`config.mk`:
```
export PLATFORM = sky130hd
export DESIGN_NAME = particle_sensor_frame_parser_top
export DESIGN_NICKNAME = d
export VERILOG_FILES = /design/src/hw/rtl/psfp_pkg.sv /design/src/hw/rtl/psfp_ram.sv /design/src/hw/rtl/psfp_dp.sv /design/src/hw/rtl/psfp_ctrl.sv /design/src/hw/rtl/particle_sensor_frame_parser_top.sv
export SDC_FILE = /design/constraint.sdc
export NUM_CORES = 1
export LEC_CHECK = 0
export BUFFER_PORTS_ARGS = -buffer_cell sky130_fd_sc_hd__buf_4
export CORE_UTILIZATION = 30
export CTS_CLUSTER_DIAMETER = 40
export DETAILED_ROUTE_END_ITERATION = 7
export PLACE_DENSITY_LB_ADDON = 0.12
export SKIP_CTS_REPAIR_TIMING = 1
export SLEW_MARGIN = 20
export SYNTH_ARGS = -nofsm -noshare
export SYNTH_HDL_FRONTEND = slang
export SYNTH_SLANG_ARGS = --single-unit
```
`constraint.sdc`:
```
create_clock -name aclk -period 6 [get_ports aclk]
set_clock_uncertainty 0.15 [all_clocks]
set_input_delay 0 -clock aclk [delete_from_list [all_inputs] [get_ports aclk]]
set_output_delay 0 -clock aclk [all_outputs]
set_load 0.02 [all_outputs]
```
`src/hw/rtl/psfp_pkg.sv`:
```
// Shared constants and controller/datapath interface types for the frame parser.
package psfp_pkg;

    localparam int PSFP_FRAME_BYTES = 32;
    localparam logic [7:0] PSFP_START_BYTE = 8'h42;

    typedef struct packed {
        logic accept;       // input byte transaction this cycle
        logic start_drain;  // clear read index, begin data word output
        logic load_word;    // load output register from word store
        logic load_err;     // load output register with checksum error result
        logic next_word;    // advance read index
    } psfp_cmd_t;

    typedef struct packed {
        logic final_byte;   // current byte closes the frame
        logic csum_ok;      // running sum equals received checksum word
        logic rd_last;      // read index is on the last data word
        logic out_last;     // output register holds the last result
    } psfp_sts_t;

endpackage

```
`src/hw/rtl/psfp_ram.sv`:
```
// Generic simple dual-port RAM, one write port and one registered read port.
module psfp_ram #(
    parameter int WIDTH = 16,
    parameter int DEPTH = 14
) (
    input  logic                     aclk,
    input  logic                     we,
    input  logic [$clog2(DEPTH)-1:0] waddr,
    input  logic [WIDTH-1:0]         wdata,
    input  logic [$clog2(DEPTH)-1:0] raddr,
    output logic [WIDTH-1:0]         rdata
);

    logic [WIDTH-1:0] mem [DEPTH];
    logic [WIDTH-1:0] rdata_reg;

    always_ff @(posedge aclk) begin
        if (we) begin
            mem[waddr] <= wdata;
        end
        rdata_reg <= mem[raddr];
    end

    assign rdata = rdata_reg;

endmodule

```
`src/hw/rtl/psfp_dp.sv`:
```
// Datapath: byte position, running sum, word assembly, word store and output register.
module psfp_dp #(
    parameter int FRAME_BYTES = psfp_pkg::PSFP_FRAME_BYTES
) (
    input  logic                  aclk,
    input  logic                  aresetn,
    input  psfp_pkg::psfp_cmd_t   cmd,
    output psfp_pkg::psfp_sts_t   sts,
    input  logic [7:0]            s_rx_byte,
    output logic [3:0]            m_word_index,
    output logic [15:0]           m_word_value,
    output logic                  m_frame_ok,
    output logic                  m_last
);

    import psfp_pkg::*;

    localparam int DATA_WORDS = (FRAME_BYTES - 4) / 2;
    localparam int AW = $clog2(DATA_WORDS);
    localparam logic [5:0] POS_FINAL = 6'(FRAME_BYTES - 1);
    localparam logic [5:0] POS_SUM_END = 6'(FRAME_BYTES - 2);
    localparam logic [5:0] N_WORDS = 6'(DATA_WORDS);
    localparam logic [AW-1:0] LAST_IDX = AW'(DATA_WORDS - 1);
    localparam logic [3:0] ERR_INDEX = 4'(DATA_WORDS);

    logic [5:0]    pos_reg, pos_next;
    logic [15:0]   sum_reg, sum_next;
    logic [7:0]    pend_reg, pend_next;
    logic [AW-1:0] rd_idx_reg, rd_idx_next;
    logic [3:0]    idx_out_reg;
    logic [15:0]   val_out_reg;
    logic          ok_out_reg;
    logic          last_out_reg;

    logic [7:0]    check_hi;
    logic [15:0]   check_word;
    logic [5:0]    word_num;
    logic          wr_en;
    logic [15:0]   rd_data;
    logic [5:0]    rd_idx_ext;

    // On an even final position the high byte is this byte itself.
    assign check_hi   = pos_reg[0] ? pend_reg : s_rx_byte;
    assign check_word = {check_hi, s_rx_byte};
    assign word_num   = (pos_reg - 6'd3) >> 1;
    assign wr_en      = cmd.accept && pos_reg[0] && (pos_reg >= 6'd3) && (word_num < N_WORDS);
    assign rd_idx_ext = 6'(rd_idx_reg);

    assign sts.final_byte = (pos_reg >= POS_FINAL);
    assign sts.csum_ok    = (check_word == sum_reg);
    assign sts.rd_last    = (rd_idx_reg == LAST_IDX);
    assign sts.out_last   = last_out_reg;

    always_comb begin
        pos_next  = pos_reg;
        sum_next  = sum_reg;
        pend_next = pend_reg;
        if (cmd.accept) begin
            if (pos_reg == 6'd0) begin
                if (s_rx_byte == PSFP_START_BYTE) begin
                    sum_next = 16'(s_rx_byte);
                    pos_next = 6'd1;
                end
            end else begin
                if (pos_reg < POS_SUM_END) begin
                    sum_next = sum_reg + 16'(s_rx_byte);
                end
                if (pos_reg >= 6'd2 && !pos_reg[0]) begin
                    pend_next = s_rx_byte;
                end
                pos_next = sts.final_byte ? 6'd0 : pos_reg + 6'd1;
            end
        end
    end

    always_comb begin
        rd_idx_next = rd_idx_reg;
        if (cmd.start_drain) begin
            rd_idx_next = '0;
        end else if (cmd.next_word) begin
            rd_idx_next = rd_idx_reg + AW'(1);
        end
    end

    always_ff @(posedge aclk) begin
        if (!aresetn) begin
            pos_reg    <= '0;
            sum_reg    <= '0;
            pend_reg   <= '0;
            rd_idx_reg <= '0;
        end else begin
            pos_reg    <= pos_next;
            sum_reg    <= sum_next;
            pend_reg   <= pend_next;
            rd_idx_reg <= rd_idx_next;
        end
    end

    always_ff @(posedge aclk) begin
        if (cmd.load_err) begin
            idx_out_reg  <= ERR_INDEX;
            val_out_reg  <= check_word;
            ok_out_reg   <= 1'b0;
            last_out_reg <= 1'b1;
        end else if (cmd.load_word) begin
            idx_out_reg  <= rd_idx_ext[3:0];
            val_out_reg  <= rd_data;
            ok_out_reg   <= 1'b1;
            last_out_reg <= sts.rd_last;
        end
    end

    psfp_ram #(
        .WIDTH (16),
        .DEPTH (DATA_WORDS)
    ) u_store (
        .aclk  (aclk),
        .we    (wr_en),
        .waddr (word_num[AW-1:0]),
        .wdata ({pend_reg, s_rx_byte}),
        .raddr (rd_idx_reg),
        .rdata (rd_data)
    );

    assign m_word_index = idx_out_reg;
    assign m_word_value = val_out_reg;
    assign m_frame_ok   = ok_out_reg;
    assign m_last       = last_out_reg;

`ifndef NO_ASSERTIONS
    a_rd_idx_range: assert property (@(posedge aclk) disable iff (!aresetn)
        rd_idx_ext < N_WORDS)
        else $error("read index beyond word store");
    a_err_result: assert property (@(posedge aclk) disable iff (!aresetn)
        cmd.load_err |=> (!ok_out_reg && last_out_reg && idx_out_reg == ERR_INDEX))
        else $error("error result not flagged as failed last result");
    a_pos_range: assert property (@(posedge aclk) disable iff (!aresetn)
        pos_reg <= POS_FINAL)
        else $error("byte position past end of frame");
`endif

endmodule

```
`src/hw/rtl/psfp_ctrl.sv`:
```
// Controller state machine: byte reception, word store drain and result handshake.
module psfp_ctrl (
    input  logic                 aclk,
    input  logic                 aresetn,
    input  logic                 s_valid,
    output logic                 s_ready,
    output logic                 m_valid,
    input  logic                 m_ready,
    input  psfp_pkg::psfp_sts_t  sts,
    output psfp_pkg::psfp_cmd_t  cmd
);

    import psfp_pkg::*;

    localparam logic [1:0] ST_RX  = 2'd0;  // taking bytes
    localparam logic [1:0] ST_RD  = 2'd1;  // store read issued
    localparam logic [1:0] ST_LD  = 2'd2;  // read data to output register
    localparam logic [1:0] ST_OUT = 2'd3;  // result presented

    logic [1:0] state_reg, state_next;

    assign s_ready = (state_reg == ST_RX);
    assign m_valid = (state_reg == ST_OUT);

    always_comb begin
        state_next      = state_reg;
        cmd             = '0;
        cmd.accept      = s_valid && s_ready;
        unique case (state_reg)
            ST_RX: begin
                if (cmd.accept && sts.final_byte) begin
                    if (sts.csum_ok) begin
                        cmd.start_drain = 1'b1;
                        state_next      = ST_RD;
                    end else begin
                        cmd.load_err = 1'b1;
                        state_next   = ST_OUT;
                    end
                end
            end
            ST_RD: begin
                state_next = ST_LD;
            end
            ST_LD: begin
                cmd.load_word = 1'b1;
                state_next    = ST_OUT;
            end
            ST_OUT: begin
                if (m_ready) begin
                    if (sts.out_last) begin
                        state_next = ST_RX;
                    end else begin
                        cmd.next_word = 1'b1;
                        state_next    = ST_RD;
                    end
                end
            end
            default: begin
                state_next = ST_RX;
            end
        endcase
    end

    always_ff @(posedge aclk) begin
        if (!aresetn) begin
            state_reg <= ST_RX;
        end else begin
            state_reg <= state_next;
        end
    end

`ifndef NO_ASSERTIONS
    a_no_overlap: assert property (@(posedge aclk) disable iff (!aresetn)
        !(s_ready && m_valid))
        else $error("input and output both open");
    a_back_to_rx: assert property (@(posedge aclk) disable iff (!aresetn)
        (m_valid && m_ready && sts.out_last) |=> s_ready)
        else $error("no return to reception after last result");
    a_drain_next: assert property (@(posedge aclk) disable iff (!aresetn)
        (m_valid && m_ready && !sts.out_last) |=> (state_reg == ST_RD))
        else $error("drain did not continue after non-last result");
`endif

endmodule

```
`src/hw/rtl/particle_sensor_frame_parser_top.sv`:
```
// Top level of the particle sensor frame parser.
//
//  channel  direction  handshake            payload
//  s_       in         s_valid / s_ready    s_rx_byte[7:0]
//  m_       out        m_valid / m_ready    m_word_index[3:0] m_word_value[15:0]
//                                           m_frame_ok m_last
//
// Bytes are taken one per cycle while a frame is being received or hunted.
// After the closing byte of a good frame, each data word goes through a store read,
// an output load and presentation, plus any wait on m_ready; the store read step
// is needed because the word store has a single registered read port.
// A bad frame gives one result in the cycle after its closing byte.
// No input is taken while results are being delivered. aresetn is
// synchronous, active low, and puts the parser into start-byte hunt.
module particle_sensor_frame_parser_top #(
    parameter int FRAME_BYTES = psfp_pkg::PSFP_FRAME_BYTES
) (
    input  logic        aclk,
    input  logic        aresetn,
    input  logic        s_valid,
    output logic        s_ready,
    input  logic [7:0]  s_rx_byte,
    output logic        m_valid,
    input  logic        m_ready,
    output logic [3:0]  m_word_index,
    output logic [15:0] m_word_value,
    output logic        m_frame_ok,
    output logic        m_last
);

    import psfp_pkg::*;

    psfp_cmd_t cmd;
    psfp_sts_t sts;

    psfp_ctrl u_ctrl (
        .aclk    (aclk),
        .aresetn (aresetn),
        .s_valid (s_valid),
        .s_ready (s_ready),
        .m_valid (m_valid),
        .m_ready (m_ready),
        .sts     (sts),
        .cmd     (cmd)
    );

    psfp_dp #(
        .FRAME_BYTES (FRAME_BYTES)
    ) u_dp (
        .aclk         (aclk),
        .aresetn      (aresetn),
        .cmd          (cmd),
        .sts          (sts),
        .s_rx_byte    (s_rx_byte),
        .m_word_index (m_word_index),
        .m_word_value (m_word_value),
        .m_frame_ok   (m_frame_ok),
        .m_last       (m_last)
    );

endmodule

```
==> results.rst, run 1 <==
.. list-table::
   :header-rows: 1

   * - Metric
     - Value
   * - Final ANT Viol Nets
     - 0
   * - CTS Buf Count
     - 43
   * - Fraction of layout instances using a drive strength above 1
     - 0.269
   * - Max FFs per register
     - about 220
   * - Synth Register Bits
     - roughly 300
   * - Floorplan die area
     - between 40000 and 50000 um^2
   * - Min-delay src
     - s_valid
   * - Clock latency reported for the late side of the worst-skew pair
     - between 0.5 and 0.6 ns
   * - Final Core Density
     - 0.365
   * - Launching instance or port of the critical path
     - u_dp.pos_reg[0]$_SDFFE_PN0P_
   * - Number of sinks handled by clock tree synthesis
     - between 200 and 300
   * - Commonest non-fill, non-tap cell in the layout
     - edfxtp_1
   * - Setup slack of the worst register-to-register path
     - between 2 and 2.5 ns
   * - Iteration-0 DRC count of the detailed router
     - approximately 390
   * - Die X-Extent
     - between 200 and 250 um
   * - Number of different library cells in the post-synthesis netlist
     - 55
   * - First-pass GRT wire length
     - roughly 47 mm
   * - CTS root buf
     - clkbuf_16
   * - Height of the die
     - 203 um
   * - Critical Path Source Type
     - flop
   * - Area of the core
     - between 30000 and 40000 um^2
   * - IO Pins
     - 36
   * - Detailed-route vias per instance
     - 4.86
   * - Worst-case headroom to the max-slew limit
     - 0.335
   * - Filler cells
     - between 3000 and 4000
   * - Final critical delay including setup and external delays
     - 3.80 ns
   * - Netlist area before placement
     - between 10000 and 15000 um^2
   * - Starting utilization of the core area
     - 0.305
   * - Total area of multi-input combinational cells
     - around 3600 um^2
   * - Required time of the worst setup path
     - between 6 and 7 ns
   * - Worst path max stage delay
     - slightly above 0.8 ns
   * - Minimum hold slack
     - -0.0642 ns
   * - Pwr dens
     - 352 nW/um^2
   * - Length in cells of the worst reg-to-reg path
     - 5
   * - Largest register by flop count
     - u_dp.u_store.mem
   * - Post-DP HPWL
     - roughly 20 mm
   * - Port Buffer Count
     - 35
   * - Biggest fanout along the worst timing path
     - 16
   * - RR Startpoint
     - u_dp.pos_reg[0]$_SDFFE_PN0P_
   * - Number of global-route vias before repair
     - 6841
   * - Wire length per cell
     - 23.7 um
   * - Sequential cell area
     - about 8400 um^2
   * - RSZ-0062 raised after global routing
     - false
   * - Number of antenna violations at the first check in global routing
     - 2
   * - Dominant register cell in the synthesized netlist
     - edfxtp_1
   * - Post-Route WL
     - ~32 mm
   * - Max Fclk
     - 263 MHz
   * - Area growth from synthesis to final layout
     - 19.8%
   * - Transition at the pin with the smallest max-transition slack
     - between 0.9 and 1 ns
   * - Clock input transition at the sequential cells of the worst setup and hold paths
     - around 0.05 ns
   * - Max-cap violation count
     - 0
   * - Average footprint of a synthesized cell
     - 17.0 um^2
   * - Worst-path cell chain
     - ha_1 -> nand2_1 -> a2111oi_2 -> o21ai_1 -> nor2_2
   * - Count of flip-flops with a built-in enable after synthesis
     - 240
   * - Overall global routing resource usage
     - 0.158
   * - Critical Setup Path Class
     - flop to flop
   * - Post-route clock period utilization
     - 0.633
   * - Leakage power figure
     - 5.03 nW
   * - Commonest cells after routing, fill and taps aside
     - edfxtp_1 (240), mux4_2 (64), dfxtp_1 (56)
   * - Routability cong.
     - ~0.8
   * - Residual overflow from global routing
     - 0
   * - Crit path capture type
     - flop
   * - Result of the run
     - complete, but fails checks
   * - Residual DRC count
     - 0
   * - Row cnt
     - 73
   * - Net count after synthesis
     - approximately 740
   * - Total Neg Setup Slack
     - 0 ns
   * - CTS tree
     - yes
   * - Via total after detailed routing
     - between 6000 and 7000
   * - Number of standard cells after synthesis
     - 714
   * - Maximum number of pins on one net before global-route repair
     - 54
   * - Endpoints failing setup
     - 0
   * - Cell with the biggest individual delay on the critical path
     - nor2_2
   * - Violated checks
     - hold timing
   * - Final max-slew violation count
     - 0
   * - Data arrival time of the critical path
     - 3.81 ns
   * - Async set-reset flop share out of synthesis
     - 0
   * - H-tree depth
     - 2
   * - Initial DRT Pass Iterations
     - 4
   * - NumNets Final
     - roughly 800
   * - Sequential-to-total area share from yosys stat
     - 0.689
   * - Number of buffers between clock root and the deepest sink
     - 3
   * - IR drop worst, VDD
     - 175 uV
   * - Worst Hold Depth
     - 4
   * - Warnings, synthesis
     - 0
   * - Hold Fails Final Rpt
     - 1
   * - Min-delay worst type
     - input port to flop
[metal layers]
| layer | track usage | part of all wire |
|---|---|---|
| met5 | 0 | 0 |
| met2 | 0.266 | 0.49 |
| met1 | 0.210 | 0.46 |
| met3 | 0.0259 | 0.034 |
| met4 | 0.0414 | 0.019 |
[logic make-up after synthesis]
| kind of cell | Yosys count | synth area share |
|---|---|---|
| flip-flops | 298 | 0.689 |
| AND/OR/NAND/NOR | 131 | 0.0507 |
| multiplexers | 116 | 0.164 |
| AO/OA/AOI/OAI | 68 | 0.0385 |
| buffers and inverters | 57 | 0.0195 |
| XOR/XNOR | 26 | 0.0188 |
| adder cells (fa/ha/maj) | 18 | 0.0192 |
[final timing paths]
| check | endpoint |
|---|---|
| worst max-delay path | u_dp.u_store.mem[7][13]$_DFFE_PP_ |
| worst min-delay path | u_dp.m_word_index[0]$_SDFFE_PP0P_ |
| worst max register to register | u_dp.u_store.mem[7][13]$_DFFE_PP_ |
| worst min register to register | u_dp.sum_reg[7]$_SDFFE_PN0P_ |
[where the power goes]
part / internal, mW / leakage, nW / switching [mW] / total, mW
sequential: 2.27 / 2.93 / 0.0291 / 2.30
clock: 1.55 / 0.709 / 0.977 / 2.52
combinational: 0.108 / 1.39 / 0.194 / 0.302
total: 3.92 / 5.03 / 1.20 / 5.12
[cells in the mapped netlist, types with 8 or more instances]
master    count  area share
a21oi_1      16      0.0066
xnor2_1      20       0.014
nand2_1      35       0.011
nor2_1       54       0.017
edfxtp_1    240        0.59
a211oi_1      8      0.0049
o21ai_0       9      0.0037
mux2i_1      28       0.023
clkbuf_1     19      0.0059
dfxtp_1      58       0.096
mux2_2       18       0.017
inv_1        21      0.0065
buf_2         9      0.0037
ha_1         17       0.018
mux4_2       64        0.12
nor4_1        8      0.0041
[worst max-delay path: cells and delay by family, from the launching register on]
family,cells,cell delay [ns]
AND/OR/NAND/NOR,2,0.94
adder cells (fa/ha/maj),1,0.58
AO/OA/AOI/OAI,2,1.05
flip-flops,1,0.70
[area by class of cell]
| class | count | share of cell area |
|---|---|---|
| repair buffers | 51 | 0.0282 |
| diodes | 2 | 0.000344 |
| clock buffers | 48 | 0.0766 |
| inverters | 21 | 0.00542 |
| clock inverters | 32 | 0.0230 |
| flip-flops and latches | 298 | 0.575 |
| multi-input cells | 359 | 0.246 |
| well taps | 525 | 0.0451 |
[stage by stage]
step	power [mW]	instances	cell area (um^2)	setup slack [ns]	hold WS, ns
floorplan	2.49	714	12100	2.96	-0.0511
global placement	2.63	1243	13000	2.20	0.171
detailed placement	2.64	1243	13000	2.16	0.177
CTS	5.17	1323	14400	2.13	-0.389
global route	5.28	1334	14500	1.85	0.0136
finish	5.12	1336	14600	2.20	-0.0642
Power figures use the tool's default switching activity.
==> inputs of run 2 (changes only) <==
==> constraint.sdc (replaced) <==
create_clock -name aclk -period 3.6 [get_ports aclk]
set_clock_uncertainty 0.15 [all_clocks]
set_input_delay 0 -clock aclk [delete_from_list [all_inputs] [get_ports aclk]]
set_output_delay 0 -clock aclk [all_outputs]
set_load 0.02 [all_outputs]
==> results.rst, run 2 (synthesized netlist as in run 1, its figures left out) <==
.. list-table::
   :header-rows: 1

   * - Metric
     - Value
   * - Length in cells of the worst reg-to-reg path
     - 7 (was 5)
   * - Height of the die
     - 203 um (unchanged)
   * - Clock latency reported for the late side of the worst-skew pair
     - 0.54 ns (about the same)
   * - Transition at the pin with the smallest max-transition slack
     - 1.05 ns (was 0.996 ns)
   * - Largest register by flop count
     - u_dp.u_store.mem (unchanged)
   * - Worst setup path endpoint
     - u_dp.u_store.mem[6][1]$_DFFE_PP_ (was u_dp.u_store.mem[7][13]$_DFFE_PP_)
   * - H-tree depth
     - 2 (unchanged)
   * - IO Pins
     - 36 (unchanged)
   * - Sequential cell area
     - 8370 um^2 (unchanged)
   * - Setup slack of the worst register-to-register path
     - 0.52 ns (was 2.20 ns)
   * - Critical Setup Path Class
     - flop to flop (unchanged)
   * - RSZ-0062 raised after global routing
     - false (unchanged)
   * - Iteration-0 DRC count of the detailed router
     - 373 (was 389)
   * - Final ANT Viol Nets
     - 0 (unchanged)
   * - Post-route clock period utilization
     - 0.856 (was 0.633)
   * - Crit path capture type
     - flop (unchanged)
   * - Max FFs per register
     - 224 (unchanged)
   * - Number of global-route vias before repair
     - 6924 (was 6841)
   * - Critical Path Source Type
     - flop (unchanged)
   * - Data arrival time of the critical path
     - 3.14 ns (was 3.81 ns)
   * - Max Fclk
     - 324 MHz (was 263 MHz)
   * - Overall global routing resource usage
     - 0.166 (was 0.158)
   * - First-pass GRT wire length
     - 48.5 mm (was 46.7 mm)
   * - Fraction of layout instances using a drive strength above 1
     - 0.292 (was 0.269)
   * - Required time of the worst setup path
     - 3.66 ns (was 6.01 ns)
   * - Launching instance or port of the critical path
     - u_dp.pos_reg[0]$_SDFFE_PN0P_ (unchanged)
   * - Area of the core
     - 39800 um^2 (unchanged)
   * - Maximum number of pins on one net before global-route repair
     - 40 (was 54)
   * - Minimum hold slack
     - 0.196 ns (was -0.0642 ns)
   * - Number of antenna violations at the first check in global routing
     - 0 (was 2)
   * - Detailed-route vias per instance
     - 4.91 (was 4.86)
   * - Commonest cells after routing, fill and taps aside
     - edfxtp_1 (240), buf_4 (73), mux4_2 (64) (was edfxtp_1 (240), mux4_2 (64), dfxtp_1 (56))
   * - Total area of multi-input combinational cells
     - 3570 um^2 (was 3580 um^2)
   * - Final max-slew violation count
     - 0 (unchanged)
   * - Final critical delay including setup and external delays
     - 3.08 ns (was 3.80 ns)
   * - Biggest fanout along the worst timing path
     - 16 (unchanged)
   * - NumNets Final
     - 841 (was 804)
   * - Post-DP HPWL
     - 22.7 mm (was 19.9 mm)
   * - Final standard cell area without fillers
     - 14800 um^2 (was 14600 um^2)
   * - Result of the run
     - completed (was complete, but fails checks)
   * - Number of sinks handled by clock tree synthesis
     - 298 (unchanged)
   * - Endpoints failing setup
     - 0 (unchanged)
   * - Leakage power figure
     - 5.21 nW (was 5.03 nW)
   * - Total Neg Setup Slack
     - 0 ns (unchanged)
   * - Worst reg2reg endpoint
     - u_dp.u_store.mem[6][1]$_DFFE_PP_ (was u_dp.u_store.mem[7][13]$_DFFE_PP_)
   * - IR drop worst, VDD
     - 256 uV (was 175 uV)
   * - Floorplan die area
     - 41300 um^2 (unchanged)
   * - RR Startpoint
     - u_dp.pos_reg[0]$_SDFFE_PN0P_ (unchanged)
   * - Number of buffers between clock root and the deepest sink
     - 3 (unchanged)
   * - Wire length per cell
     - 24.4 um (was 23.7 um)
   * - Port Buffer Count
     - 35 (unchanged)
   * - Residual DRC count
     - 0 (unchanged)
   * - Area growth from synthesis to final layout
     - 22.1% (was 19.8%)
   * - Starting utilization of the core area
     - 0.305 (unchanged)
   * - CTS Buf Count
     - 43 (unchanged)
   * - Final setup slack of the worst path
     - 0.518 ns (was 2.20 ns)
   * - Post-Route WL
     - 33.4 mm (was 31.6 mm)
   * - Clock input transition at the sequential cells of the worst setup and hold paths
     - 0.05 ns (about the same)
   * - Commonest non-fill, non-tap cell in the layout
     - edfxtp_1 (unchanged)
   * - Initial DRT Pass Iterations
     - 5 (was 4)
   * - Residual overflow from global routing
     - 0 (unchanged)
   * - Max-cap violation count
     - 0 (unchanged)
   * - Filler cells
     - 3734 (was 3774)
   * - Via total after detailed routing
     - 6717 (was 6489)
   * - Minimum setup slack after placement
     - 0.560 ns (was 2.16 ns)
   * - Die X-Extent
     - 203 um (unchanged)
   * - Cell area after placement
     - 13300 um^2 (was 13000 um^2)
   * - Routability cong.
     - 0.797 (was 0.822)
   * - Hold Fails Final Rpt
     - 0 (was 1)
   * - PnR Total Power
     - 8.50 mW (was 5.12 mW)
   * - Min-delay worst type
     - input port to flop (unchanged)
   * - Row cnt
     - 73 (unchanged)
   * - CTS tree
     - yes (unchanged)
   * - Pwr dens
     - 573 nW/um^2 (was 352 nW/um^2)
   * - Worst-case headroom to the max-slew limit
     - 0.300 (was 0.335)
   * - N_diodes
     - 0 (was 2)
   * - CTS root buf
     - clkbuf_16 (unchanged)
run 2: cell count changes in the layout (fill, tap and decap cells not counted), moves of 3 or more:
cell      delta
buf_4       +33
inv_6        -5
clkinv_1     +3
buf_12       +3
run 2: worst max-delay path: stages (launching register included):
cell and delay (ns):
dfxtp_1 0.69, ha_1 0.59, nand2_1 0.15, a2111oi_2 0.38, buf_4 0.19, o21ai_1 0.16, nor2_2 0.14, buf_4 0.28
run 2: final cells by class:
class / count / area share
multi-input cells: 359 / 0.241
inverters: 21 / 0.00532
clock buffers: 47 / 0.0736
repair buffers: 88 / 0.0491
flip-flops and latches: 298 / 0.565
clock inverters: 30 / 0.0219
well taps: 525 / 0.0443
run 2: routing by layer:
metal | wire, um | track usage
met4 | 576 | 0.0438
met3 | 1210 | 0.0284
met5 | 0 | 0
met1 | 15000 | 0.218
met2 | 16600 | 0.282
run 2: power breakdown:
| part | switching (mW) | total (mW) | internal (mW) |
|---|---|---|---|
| clock | 1.56 | 4.14 | 2.57 |
| sequential | 0.0531 | 3.84 | 3.78 |
| combinational | 0.332 | 0.523 | 0.191 |
| total | 1.95 | 8.50 | 6.55 |
run 2: through the flow:
step / cells / util
global route: 1368 / 0.372
detailed placement: 1279 / 0.334
CTS: 1356 / 0.369
global placement: 1279 / 0.334
finish: 1368 / 0.372
floorplan: 714 / -
run 2: worst min path at each step:
stage	startpoint	end	slack, ns	depth (start not counted)
floorplan	s_rx_byte[0]	u_dp.u_store.mem[0][0]$_DFFE_PP_	-0.05	0
global placement	aresetn	u_dp.sum_reg[6]$_SDFFE_PN0P_	0.18	3
detailed placement	aresetn	u_dp.sum_reg[6]$_SDFFE_PN0P_	0.17	3
CTS	aresetn	u_dp.sum_reg[6]$_SDFFE_PN0P_	-0.38	3
global route	aresetn	u_dp.sum_reg[6]$_SDFFE_PN0P_	0.21	4
finish	aresetn	u_dp.sum_reg[5]$_SDFFE_PN0P_	0.20	3
